===== config.mk =====
export PLATFORM = sky130hd
export DESIGN_NAME = command_queue_frame_sender_top
export DESIGN_NICKNAME = d
export VERILOG_FILES = /design/src/sv/cqfs_pkg.sv /design/src/sv/cqfs_ram.sv /design/src/sv/command_queue_frame_sender_top.sv
export SDC_FILE = /design/constraint.sdc
export NUM_CORES = 1
export LEC_CHECK = 0
export BUFFER_PORTS_ARGS = -buffer_cell sky130_fd_sc_hd__buf_2
export CAP_MARGIN = 40
export CORE_MARGIN = 2
export CORE_UTILIZATION = 45
export DETAILED_ROUTE_END_ITERATION = 10
export GPL_TIMING_DRIVEN = 0
export HOLD_SLACK_MARGIN = 0.03
export PLACE_DENSITY = 0.62
export SYNTH_ARGS = -nofsm -noshare
export SYNTH_HDL_FRONTEND = slang
export SYNTH_SLANG_ARGS = --single-unit

===== constraint.sdc =====
create_clock -name clk_i -period 3.21 [get_ports clk_i]
set_input_delay 0.1605 -clock clk_i [delete_from_list [all_inputs] [get_ports clk_i]]
set_output_delay 0.1605 -clock clk_i [all_outputs]
set_load 0.02 [all_outputs]

===== src/sv/cqfs_pkg.sv =====
// ----------------------------------------------------------------------------
// cqfs_pkg
// Shared types and constants for the command queue frame sender.
// ----------------------------------------------------------------------------
package cqfs_pkg;

  // Queue sizing
  localparam int QUEUE_DEPTH   = 16;
  localparam int MAX_CMD_BYTES = 4;
  localparam int IN_BYTES      = 4;

  localparam int PTR_W  = $clog2(QUEUE_DEPTH);
  localparam int OCC_W  = $clog2(QUEUE_DEPTH + 1);
  localparam int LEN_W  = $clog2(MAX_CMD_BYTES + 1);
  localparam int CLEN_W = 4;
  localparam int DEPTH_W  = 5;
  localparam int STATUS_W = 3;

  // Frame layout: sync bytes, length byte, data bytes, checksum
  localparam int SYNC_COUNT = 3;
  localparam int LEN_STEP   = SYNC_COUNT;
  localparam int DATA_STEP0 = SYNC_COUNT + 1;
  localparam int STEP_W     = $clog2(DATA_STEP0 + MAX_CMD_BYTES + 1);

  localparam logic [7:0] SYNC_BYTE = 8'h55;
  localparam logic [7:0] BYTE_MASK = 8'hff;

  // Item kinds
  localparam logic KIND_ENQ  = 1'b0;
  localparam logic KIND_SEND = 1'b1;

  // Result status codes
  typedef enum logic [STATUS_W-1:0] {
    ST_ACCEPTED = 3'd0,
    ST_BAD_LEN  = 3'd1,
    ST_FULL     = 3'd2,
    ST_FRAME    = 3'd3,
    ST_EMPTY    = 3'd4
  } status_e;

  // Sequencer states
  typedef enum logic {
    S_IDLE  = 1'b0,
    S_FRAME = 1'b1
  } state_e;

  // One queue entry
  typedef struct packed {
    logic [LEN_W-1:0]              len;
    logic [MAX_CMD_BYTES-1:0][7:0] data;
  } entry_t;

  localparam int ENTRY_W = $bits(entry_t);

endpackage


===== src/sv/cqfs_ram.sv =====
// ----------------------------------------------------------------------------
// cqfs_ram
// Generic single-clock RAM, one write and one read port, registered read.
// ----------------------------------------------------------------------------
module cqfs_ram #(
  parameter int WIDTH = 8,
  parameter int DEPTH = 16
) (
  input  logic                     clk_i,
  input  logic                     we_i,
  input  logic [$clog2(DEPTH)-1:0] waddr_i,
  input  logic [WIDTH-1:0]         wdata_i,
  input  logic                     re_i,
  input  logic [$clog2(DEPTH)-1:0] raddr_i,
  output logic [WIDTH-1:0]         rdata_o
);

  logic [WIDTH-1:0] mem_q [DEPTH];
  logic [WIDTH-1:0] rdata_q;

  // Write and registered read
  always_ff @(posedge clk_i) begin
    if (we_i) begin
      mem_q[waddr_i] <= wdata_i;
    end
    if (re_i) begin
      rdata_q <= mem_q[raddr_i];
    end
  end

  assign rdata_o = rdata_q;

endmodule


===== src/sv/command_queue_frame_sender_top.sv =====
// ----------------------------------------------------------------------------
// command_queue_frame_sender_top
// Ring queue of short commands with a sync/length/checksum frame transmitter.
// ----------------------------------------------------------------------------
// Channel   Direction  Handshake                 Payload
// command   in         start_i && !busy_o        kind_i, cmd_len_i, cmd_byte0_i..3_i
// result    out        result_valid_o (1 cycle)  status_o, frame_byte_o, last_o, depth_o
//
// Enqueue, bad-length, full and empty commands give one result the cycle after
// the transfer; a new command may follow at once.
// A send of a queued command gives 5 + length frame bytes, one per cycle, and
// holds busy_o until the last byte is registered; the framer reads one entry
// from the queue RAM per send.
// Reset clears pointers and occupancy at once; the queue RAM needs no clearing.
// The receiver cannot stall; each result is valid for exactly one cycle.
// ----------------------------------------------------------------------------
module command_queue_frame_sender_top (
  input  logic                          clk_i,
  input  logic                          rst_ni,
  input  logic                          start_i,
  output logic                          busy_o,
  input  logic                          kind_i,
  input  logic [cqfs_pkg::CLEN_W-1:0]   cmd_len_i,
  input  logic [7:0]                    cmd_byte0_i,
  input  logic [7:0]                    cmd_byte1_i,
  input  logic [7:0]                    cmd_byte2_i,
  input  logic [7:0]                    cmd_byte3_i,
  output logic                          result_valid_o,
  output logic [cqfs_pkg::STATUS_W-1:0] status_o,
  output logic [7:0]                    frame_byte_o,
  output logic                          last_o,
  output logic [cqfs_pkg::DEPTH_W-1:0]  depth_o
);

  import cqfs_pkg::*;

  state_e              state_q, state_d;
  logic [PTR_W-1:0]    wr_ptr_q, wr_ptr_d;
  logic [PTR_W-1:0]    rd_ptr_q, rd_ptr_d;
  logic [OCC_W-1:0]    occ_q, occ_d;
  logic [STEP_W-1:0]   step_q, step_d;
  logic [7:0]          sum_q, sum_d;
  logic                valid_q, valid_d;
  status_e             status_q, status_d;
  logic [7:0]          byte_q, byte_d;
  logic                last_q, last_d;
  logic [DEPTH_W-1:0]  depth_q, depth_d;

  logic                accept;
  logic                len_ok;
  logic                full;
  logic                empty;
  logic                wr_en;
  logic                rd_en;
  entry_t              wr_entry;
  entry_t              rd_entry;
  logic [ENTRY_W-1:0]  rd_raw;
  logic [STEP_W-1:0]   sum_step;
  logic [7:0]          data_byte;
  logic [IN_BYTES-1:0][7:0] in_bytes;

  // Command transfer and queue conditions
  assign accept = start_i && !busy_o;
  assign len_ok = (cmd_len_i != '0) && (cmd_len_i <= CLEN_W'(MAX_CMD_BYTES));
  assign full   = (occ_q == OCC_W'(QUEUE_DEPTH));
  assign empty  = (occ_q == '0);
  assign wr_en  = accept && (kind_i == KIND_ENQ) && len_ok && !full;
  assign rd_en  = accept && (kind_i == KIND_SEND) && !empty;

  // Pack the entry, zero-filling bytes past the input fields
  assign in_bytes = {cmd_byte3_i, cmd_byte2_i, cmd_byte1_i, cmd_byte0_i};
  always_comb begin
    wr_entry.len = LEN_W'(cmd_len_i);
    for (int b = 0; b < MAX_CMD_BYTES; b++) begin
      wr_entry.data[b] = (b < IN_BYTES) ? in_bytes[b] : 8'h00;
    end
  end

  // Queue store; the read entry holds while the frame goes out
  cqfs_ram #(
    .WIDTH(ENTRY_W),
    .DEPTH(QUEUE_DEPTH)
  ) u_store (
    .clk_i  (clk_i),
    .we_i   (wr_en),
    .waddr_i(wr_ptr_q),
    .wdata_i(wr_entry),
    .re_i   (rd_en),
    .raddr_i(rd_ptr_q),
    .rdata_o(rd_raw)
  );

  assign rd_entry = entry_t'(rd_raw);
  assign sum_step = STEP_W'(DATA_STEP0) + STEP_W'(rd_entry.len);

  // Select the data byte for the current frame step
  always_comb begin
    data_byte = 8'h00;
    for (int b = 0; b < MAX_CMD_BYTES; b++) begin
      if (step_q == STEP_W'(DATA_STEP0 + b)) begin
        data_byte = rd_entry.data[b];
      end
    end
  end

  // Next state
  always_comb begin
    state_d = state_q;
    unique case (state_q)
      S_IDLE: begin
        if (rd_en) begin
          state_d = S_FRAME;
        end
      end
      S_FRAME: begin
        if (step_q == sum_step) begin
          state_d = S_IDLE;
        end
      end
      default: state_d = S_IDLE;
    endcase
  end

  // Queue update and result generation
  always_comb begin
    wr_ptr_d = wr_ptr_q;
    rd_ptr_d = rd_ptr_q;
    occ_d    = occ_q;
    step_d   = step_q;
    sum_d    = sum_q;
    valid_d  = 1'b0;
    status_d = ST_ACCEPTED;
    byte_d   = 8'h00;
    last_d   = 1'b0;
    unique case (state_q)
      S_IDLE: begin
        if (accept) begin
          valid_d = 1'b1;
          last_d  = 1'b1;
          if (kind_i == KIND_ENQ) begin
            if (!len_ok) begin
              status_d = ST_BAD_LEN;
            end else if (full) begin
              status_d = ST_FULL;
            end else begin
              status_d = ST_ACCEPTED;
              occ_d    = occ_q + 1'b1;
              wr_ptr_d = (wr_ptr_q == PTR_W'(QUEUE_DEPTH - 1)) ? '0 : wr_ptr_q + 1'b1;
            end
          end else begin
            if (empty) begin
              status_d = ST_EMPTY;
            end else begin
              // First sync byte needs no entry data
              status_d = ST_FRAME;
              byte_d   = SYNC_BYTE;
              last_d   = 1'b0;
              occ_d    = occ_q - 1'b1;
              rd_ptr_d = (rd_ptr_q == PTR_W'(QUEUE_DEPTH - 1)) ? '0 : rd_ptr_q + 1'b1;
              step_d   = STEP_W'(1);
              sum_d    = 8'h00;
            end
          end
        end
      end
      S_FRAME: begin
        valid_d  = 1'b1;
        status_d = ST_FRAME;
        step_d   = step_q + 1'b1;
        if (step_q == sum_step) begin
          byte_d = sum_q;
          last_d = 1'b1;
        end else if (step_q < STEP_W'(SYNC_COUNT)) begin
          byte_d = SYNC_BYTE;
        end else if (step_q == STEP_W'(LEN_STEP)) begin
          byte_d = 8'(rd_entry.len);
        end else begin
          byte_d = data_byte;
          sum_d  = (sum_q + data_byte) & BYTE_MASK;
        end
      end
      default: begin
        valid_d = 1'b0;
      end
    endcase
    depth_d = DEPTH_W'(occ_d);
  end

  // Control registers
  always_ff @(posedge clk_i or negedge rst_ni) begin
    if (!rst_ni) begin
      state_q  <= S_IDLE;
      wr_ptr_q <= '0;
      rd_ptr_q <= '0;
      occ_q    <= '0;
      step_q   <= '0;
      valid_q  <= 1'b0;
    end else begin
      state_q  <= state_d;
      wr_ptr_q <= wr_ptr_d;
      rd_ptr_q <= rd_ptr_d;
      occ_q    <= occ_d;
      step_q   <= step_d;
      valid_q  <= valid_d;
    end
  end

  // Payload registers
  always_ff @(posedge clk_i) begin
    sum_q    <= sum_d;
    status_q <= status_d;
    byte_q   <= byte_d;
    last_q   <= last_d;
    depth_q  <= depth_d;
  end

  assign busy_o         = (state_q == S_FRAME);
  assign result_valid_o = valid_q;
  assign status_o       = status_q;
  assign frame_byte_o   = byte_q;
  assign last_o         = last_q;
  assign depth_o        = depth_q;

  // Occupancy never exceeds the ring size
  assert property (@(posedge clk_i) disable iff (!rst_ni)
    occ_q <= OCC_W'(QUEUE_DEPTH))
    else $error("occupancy above queue depth");

  // A send of a queued command starts a frame with busy held
  assert property (@(posedge clk_i) disable iff (!rst_ni)
    rd_en |=> (result_valid_o && busy_o && (status_o == ST_FRAME) && !last_o))
    else $error("frame did not start after send");

  // Results other than the last of an item only come from the framer
  assert property (@(posedge clk_i) disable iff (!rst_ni)
    (result_valid_o && !last_o) |-> (busy_o && (status_o == ST_FRAME)))
    else $error("non-final result outside a frame");

  // While framing, a result comes out every cycle
  assert property (@(posedge clk_i) disable iff (!rst_ni)
    busy_o |=> result_valid_o)
    else $error("gap in frame output");

  // The queue does not change while a frame goes out
  assert property (@(posedge clk_i) disable iff (!rst_ni)
    (busy_o && $past(busy_o)) |-> ($stable(occ_q) && $stable(wr_ptr_q) && $stable(rd_ptr_q)))
    else $error("queue changed during frame");

endmodule

; Word level (Yosys, flattened, before mapping)
; Memories as Yosys holds them, arrays and structs flattened. A register that Yosys moved wholly into a read port is not among the register bits.
; Cells that the tools add are included.
[totals]
ram_bits = 560
output_inout_bits = 19
inputBits = 40
elab_cells = 104
ff_bits = 44
n_memories = 1
[mem_list]
columns = memory, words, word_bits, rd, rd_ports_with_merged_regs, wr, line
row1 = u_store.mem_q, 16, 35, 1, 1, 1, cqfs_ram.sv:18  ; logic [WIDTH-1:0] mem_q [DEPTH];
[op_classes]
n_eq_ne = 15
muxes = 48
n_bitwise = 4
reduce_logical = 16
addsub = 7
magnitude_cmp = 2
[op_table]
columns = operator, count
row1 = 8-bit 2-to-1 mux, 13
row2 = 8-bit one-hot mux with 2 select lines, 2
row3 = 5-bit 2-to-1 mux, 6
row4 = 7-bit 2-to-1 mux, 3
row5 = 4-bit 2-to-1 mux, 5
row6 = 4-bit by 3-bit == test with 1-bit output (second input constant), 4
row7 = 4-bit by 1-bit adder with 4-bit output (second input constant), 3
row8 = 2-bit inequality test (second input constant), 6
row9 = 1-bit 2-to-1 mux, 9
row10 = 3-bit 2-to-1 mux, 3
row11 = 8-bit adder, 1
row12 = 4-bit == test (second input constant), 2
row13 = 4-bit one-hot mux with 2 select lines, 1
row14 = 1-bit logical AND, 7
row15 = 1-bit one-hot mux with 2 select lines, 3
row16 = 3-bit one-hot mux with 2 select lines, 1
row17 = 6-bit AND reduction, 1
row18 = 5-bit by 1-bit adder with 5-bit output (second input constant), 1
row19 = 5-bit == test (second input constant), 1
row20 = 5-bit logical NOT, 1
row21 = 5-bit AND reduction, 1
row22 = 5-bit by 1-bit subtractor with 5-bit output (second input constant), 1
row23 = 3-bit by 3-bit adder with 4-bit output (first input constant), 1
row24 = 4-bit by 2-bit == test with 1-bit output (second input constant), 1
row25 = other kinds (9), 15

; Longest topological paths before layout
[depth]
ltp_word = 10
ltp_mapped = 14
ltp_nobuf = 13

; Hierarchy
; A second synthesis with hierarchy kept.
[hier_totals]
cells_unflattened = 1213
hier_area_um2 = 25171.6
[modules_own_cells]
columns = module, cells_per_inst, seq_area_each_um2, area_per_inst_um2, instances
row1 = cqfs_ram, 914, 17867.1, 22404.0, 1
row2 = command_queue_frame_sender_top, 299, 1056.0, 2767.7, 1

; Worst setup path before layout
; Ideal clock, no wire load.
[synth_timing]
kind = register to register
from = register step_q[0]
to = register sum_q[6], data pin
required_time_ps = 2950
arrival_time_ps = 2639
path_slack_ps = 311
setup_ps = 260
n_path_buf = 2
period_less_slack_ps = 2899
path_stages_with_launch = 15
cell_sequence = dfrtp_1 > inv_1 > ha_1 > buf_2 > clkbuf_1 > a221oi_1 > nor3_1 > o21a_1 > ha_1 > fa_1 > nand3_1 > nand2_1 > a21o_1 > a21oi_1 > mux2i_1
[synth_via]
elab_chain_len = 10
elab_cells_between_ends = 13
cone_classes = add/sub (1) / eq/ne (4) / mux (8)
[synth_rtl]
columns = element, line
row1 = "start, declared", command_queue_frame_sender_top.sv:41  ; logic [STEP_W-1:0] step_q, step_d;
row2 = "start signal, assigned", command_queue_frame_sender_top.sv:203  ; step_q <= step_d;
row3 = 4-bit by 3-bit == test with 1-bit output, command_queue_frame_sender_top.sv:100  ; if (step_q == STEP_W'(DATA_STEP0 + b)) begin
row4 = 8-bit 2-to-1 mux (3 in a row), command_queue_frame_sender_top.sv:100
row5 = 8-bit 2-to-1 mux *, command_queue_frame_sender_top.sv:100
row6 = 8-bit adder *, command_queue_frame_sender_top.sv:179  ; sum_d = (sum_q + data_byte) & BYTE_MASK;
row7 = 8-bit 2-to-1 mux *, command_queue_frame_sender_top.sv:175  ; end else if (step_q == STEP_W'(LEN_STEP)) begin
row8 = 8-bit 2-to-1 mux *, command_queue_frame_sender_top.sv:173  ; end else if (step_q < STEP_W'(SYNC_COUNT)) begin
row9 = 8-bit 2-to-1 mux *, command_queue_frame_sender_top.sv:170  ; if (step_q == sum_step) begin
row10 = 8-bit one-hot mux with 2 select lines *, command_queue_frame_sender_top.sv:135  ; unique case (state_q)
row11 = "end signal, assigned", command_queue_frame_sender_top.sv:210  ; sum_q <= sum_d;
row12 = "end, declared", command_queue_frame_sender_top.sv:42  ; logic [7:0] sum_q, sum_d;
; Mark *: on every way between the ends. The rest lies on a longest branch, timed or not. The select of a mux whose other input is x is not followed.
; A chain may end at the register's enable or synchronous reset.

; Final worst setup path
[layout_timing]
from = register step_q[0]
to = register sum_q[7], data pin
; The elaborated chain is that of the path after synthesis.

==> flow_summary.json <==
{
  "critPathLaunchType": "flop",
  "yosysWarningCount": 0,
  "layout_common_cells": "edfxtp_1, mux4_2, buf_2",
  "period_needed_ps": 3120,
  "grt_pass1_wl_um": 82200,
  "max_freq_mhz": 321,
  "drc_errors": 0,
  "min_path_type": "primary input to async pin",
  "timing.rr.end": "sum_q[7]$_SDFFCE_PN0P_",
  "syn2layout_area_growth_pct": 17.3,
  "cp.required_ps": 3540,
  "coreArea_um2": 55200,
  "setup_tns_ps": 0,
  "max_cap_viol_count": 0,
  "cellPowerDensity_nw_per_um2": 836,
  "r2r_setup_slack_ps": 90,
  "num_vias": 12560,
  "antenna_found_initial": 0,
  "root_buffer": "clkbuf_16",
  "syn_area_per_cell_um2": 20.3,
  "n_antenna_cell": 0,
  "cts_buffer_depth": 3,
  "dieWidth_um": 240,
  "h-tree-depth": 3,
  "cts_buffers": 68,
  "ys.flop_type": "edfxtp_1",
  "grt_overflow": 0,
  "critical_path_arrival_ps": 3450,
  "endpoint": "sum_q[7]$_SDFFCE_PN0P_",
  "detail_route.iter0.violations": 1173,
  "synth_cell_type_count": 57,
  "synth-seq-area-share_pct": 75.2,
  "final_common_cell": "edfxtp_1",
  "irDropWorstVdd_uv": 462,
  "critical_path.startpoint": "step_q[0]$_DFFE_PN0P_",
  "fin_crit_sh_pct": 97.1,
  "crit_fanout": 10,
  "maxSlewViolCount": 0,
  "critPathKind": "flop to flop",
  "synthesis.area_um2": 25100,
  "async_flop_share_pct": 2.97,
  "clock_skew_ps": 17.2,
  "drt_pass1_iterations": 5,
  "grt_pass1_vias": 12814,
  "timing.final.ws_setup_ps": 94.4,
  "synth-edff-count": 603,
  "ys_ff_latch": 639,
  "wire_per_inst_um": 24.9,
  "die_y_um": 240,
  "cts_tree": "yes",
  "nFillCells": 4251,
  "crit-reg2reg-launch": "step_q[0]$_DFFE_PN0P_",
  "hold_viol": 0,
  "rows": 86,
  "dp_slack_ps": -448,
  "io_pins": 59,
  "synth_fp_nets": 1296,
  "setup_violations": 0,
  "dpl.hpwl_um": 35800,
  "clk_latency_ps": 600,
  "reg2reg_depth": 14,
  "outcome": "complete, no violations",
  "routabilityCongestion": 0.814,
  "p_total_uw": 24700,
  "initial_core_util_pct": 45.6,
  "power.leakage_uw": 0.00960,
  "die-area_um2": 57800,
  "num-nets-final": 1487,
  "cts_num_sinks": 639,
  "clk_pin_slew_worst_paths_ps": 60,
  "drive_gt1_share_pct": 27.6,
  "viasPerCell": 5.65,
  "endpoint_kind": "flop",
  "finalWirelength_um": 55200,
  "grt_max_degree": 37,
  "ant_nets": 0,
  "relSlewSlack_pct": 41.0,
  "tightest_slew_ps": 886,
  "portBuffers": 58,
  "grt_usage_pct": 19.7,
  "syn_inst": 1236
}
[Yosys cell counts, drive strengths merged, types with 18 or more instances]
cell type / count / area (um2)
nand2: 19 / 71.3
a21oi: 54 / 274
buf: 39 / 282
nor2: 27 / 101
dfrtp: 19 / 475
mux2i: 39 / 390
mux4: 140 / 3150
ha: 19 / 238
edfxtp: 603 / 18100
nor2b: 42 / 263
clkbuf: 26 / 97.6
o21ai: 18 / 90.1
a211oi: 37 / 308
[sequential cells by signal, indices dropped and copies added, names as in the netlist]
name	cells
wr_ptr_q	4
u_store.mem_q	560
status_o	3
occ_q	5
depth_o	5
result_valid_o	1
step_q	4
busy_o	1
rd_ptr_q	4
u_store.rdata_o	35
last_o	1
sum_q	8
frame_byte_o	8
[per-stage QoR]
stage / instances / hold slack [ps] / cell area, um2 / util, %
3_3_place_gp: 2042 / 154 / 26400 / 47.8
3_5_place_dp: 2061 / 163 / 26800 / 48.6
2_1_floorplan: 1236 / -135 / 25100 / -
4_1_cts: 2217 / 35.1 / 29400 / 53.2
5_1_grt: 2223 / 100 / 29500 / 53.5
6_report: 2223 / 63.0 / 29500 / 53.5
[how the worst min path moves through the flow]
stage / startpoint / to / slack [ps]
4_1_cts: cmd_len_i[3] / occ_q[2]$_DFF_PN0_ / 40
2_1_floorplan: rst_ni / busy_o$_DFF_PN0_ / -140
5_1_grt: rst_ni / occ_q[2]$_DFF_PN0_ / 100
3_3_place_gp: rst_ni / occ_q[2]$_DFF_PN0_ / 150
3_5_place_dp: rst_ni / occ_q[3]$_DFF_PN0_ / 160
6_report: rst_ni / occ_q[3]$_DFF_PN0_ / 60
[worst max-delay path: stages (launching register included)]
cell,delay (ps)
dfrtp_2,430
inv_2,70
ha_1,200
buf_6,140
buf_8,140
a221oi_4,220
nor3_2,70
a21oi_2,260
nor2_2,100
ha_1,320
a21oi_2,200
o22ai_2,110
o41ai_2,350
xor2_1,170
nor2_1,50
[power breakdown]
part           switching, uW  total, uW  internal, uW  leakage, uW
combinational           4060       7260          3200      0.00277
clock                   3150       7470          4320      0.00103
sequential               257       9930          9670      0.00580
total                   7460      24700         17200      0.00960
[metal layers]
| metal | vias to the layer above | GRT usage, % | share of wire [%] |
|---|---|---|---|
| met5 | - | 0 | 0 |
| met4 | 0 | 5.35 | 2.2 |
| met3 | 77 | 3.66 | 6.6 |
| met2 | 449 | 32.0 | 49 |
| met1 | 6565 | 27.6 | 42 |
| li1 | 5469 | - | - |
[timing repair]
item / in CTS / in global routing
endpoints found under the setup margin: 4 / 3
gates resized for setup: 12 / 27
endpoints found under the hold margin: 588 / 0
buffers inserted: 0 / 6
pin swaps: 0 / 6
hold buffers: 38 / 0
[cell families (layout without fill, tap and decap cells)]
kind of cell	Yosys count	count (layout)	synth area share [%]
fa+ha+maj	20	20	1.02
flops	639	639	75.2
simple gates	151	151	3.36
mux	182	182	14.2
compound gates	152	152	4.04
xor+xnor	10	10	0.348
buf+inv	82	321	1.76
[final cells by class]
| cell class | count | area (um2) | share of cell area [%] |
|---|---|---|---|
| buffer | 65 | 409 | 1.39 |
| clock inverter | 31 | 260 | 0.882 |
| multi-input combinational | 515 | 5910 | 20.0 |
| timing repair buffer | 121 | 1150 | 3.91 |
| tap | 748 | 936 | 3.17 |
| clock buffer | 87 | 1850 | 6.26 |
| inverter | 17 | 63.8 | 0.216 |
| sequential | 639 | 18900 | 64.1 |
No activity file was read; power rests on OpenSTA's default activity.
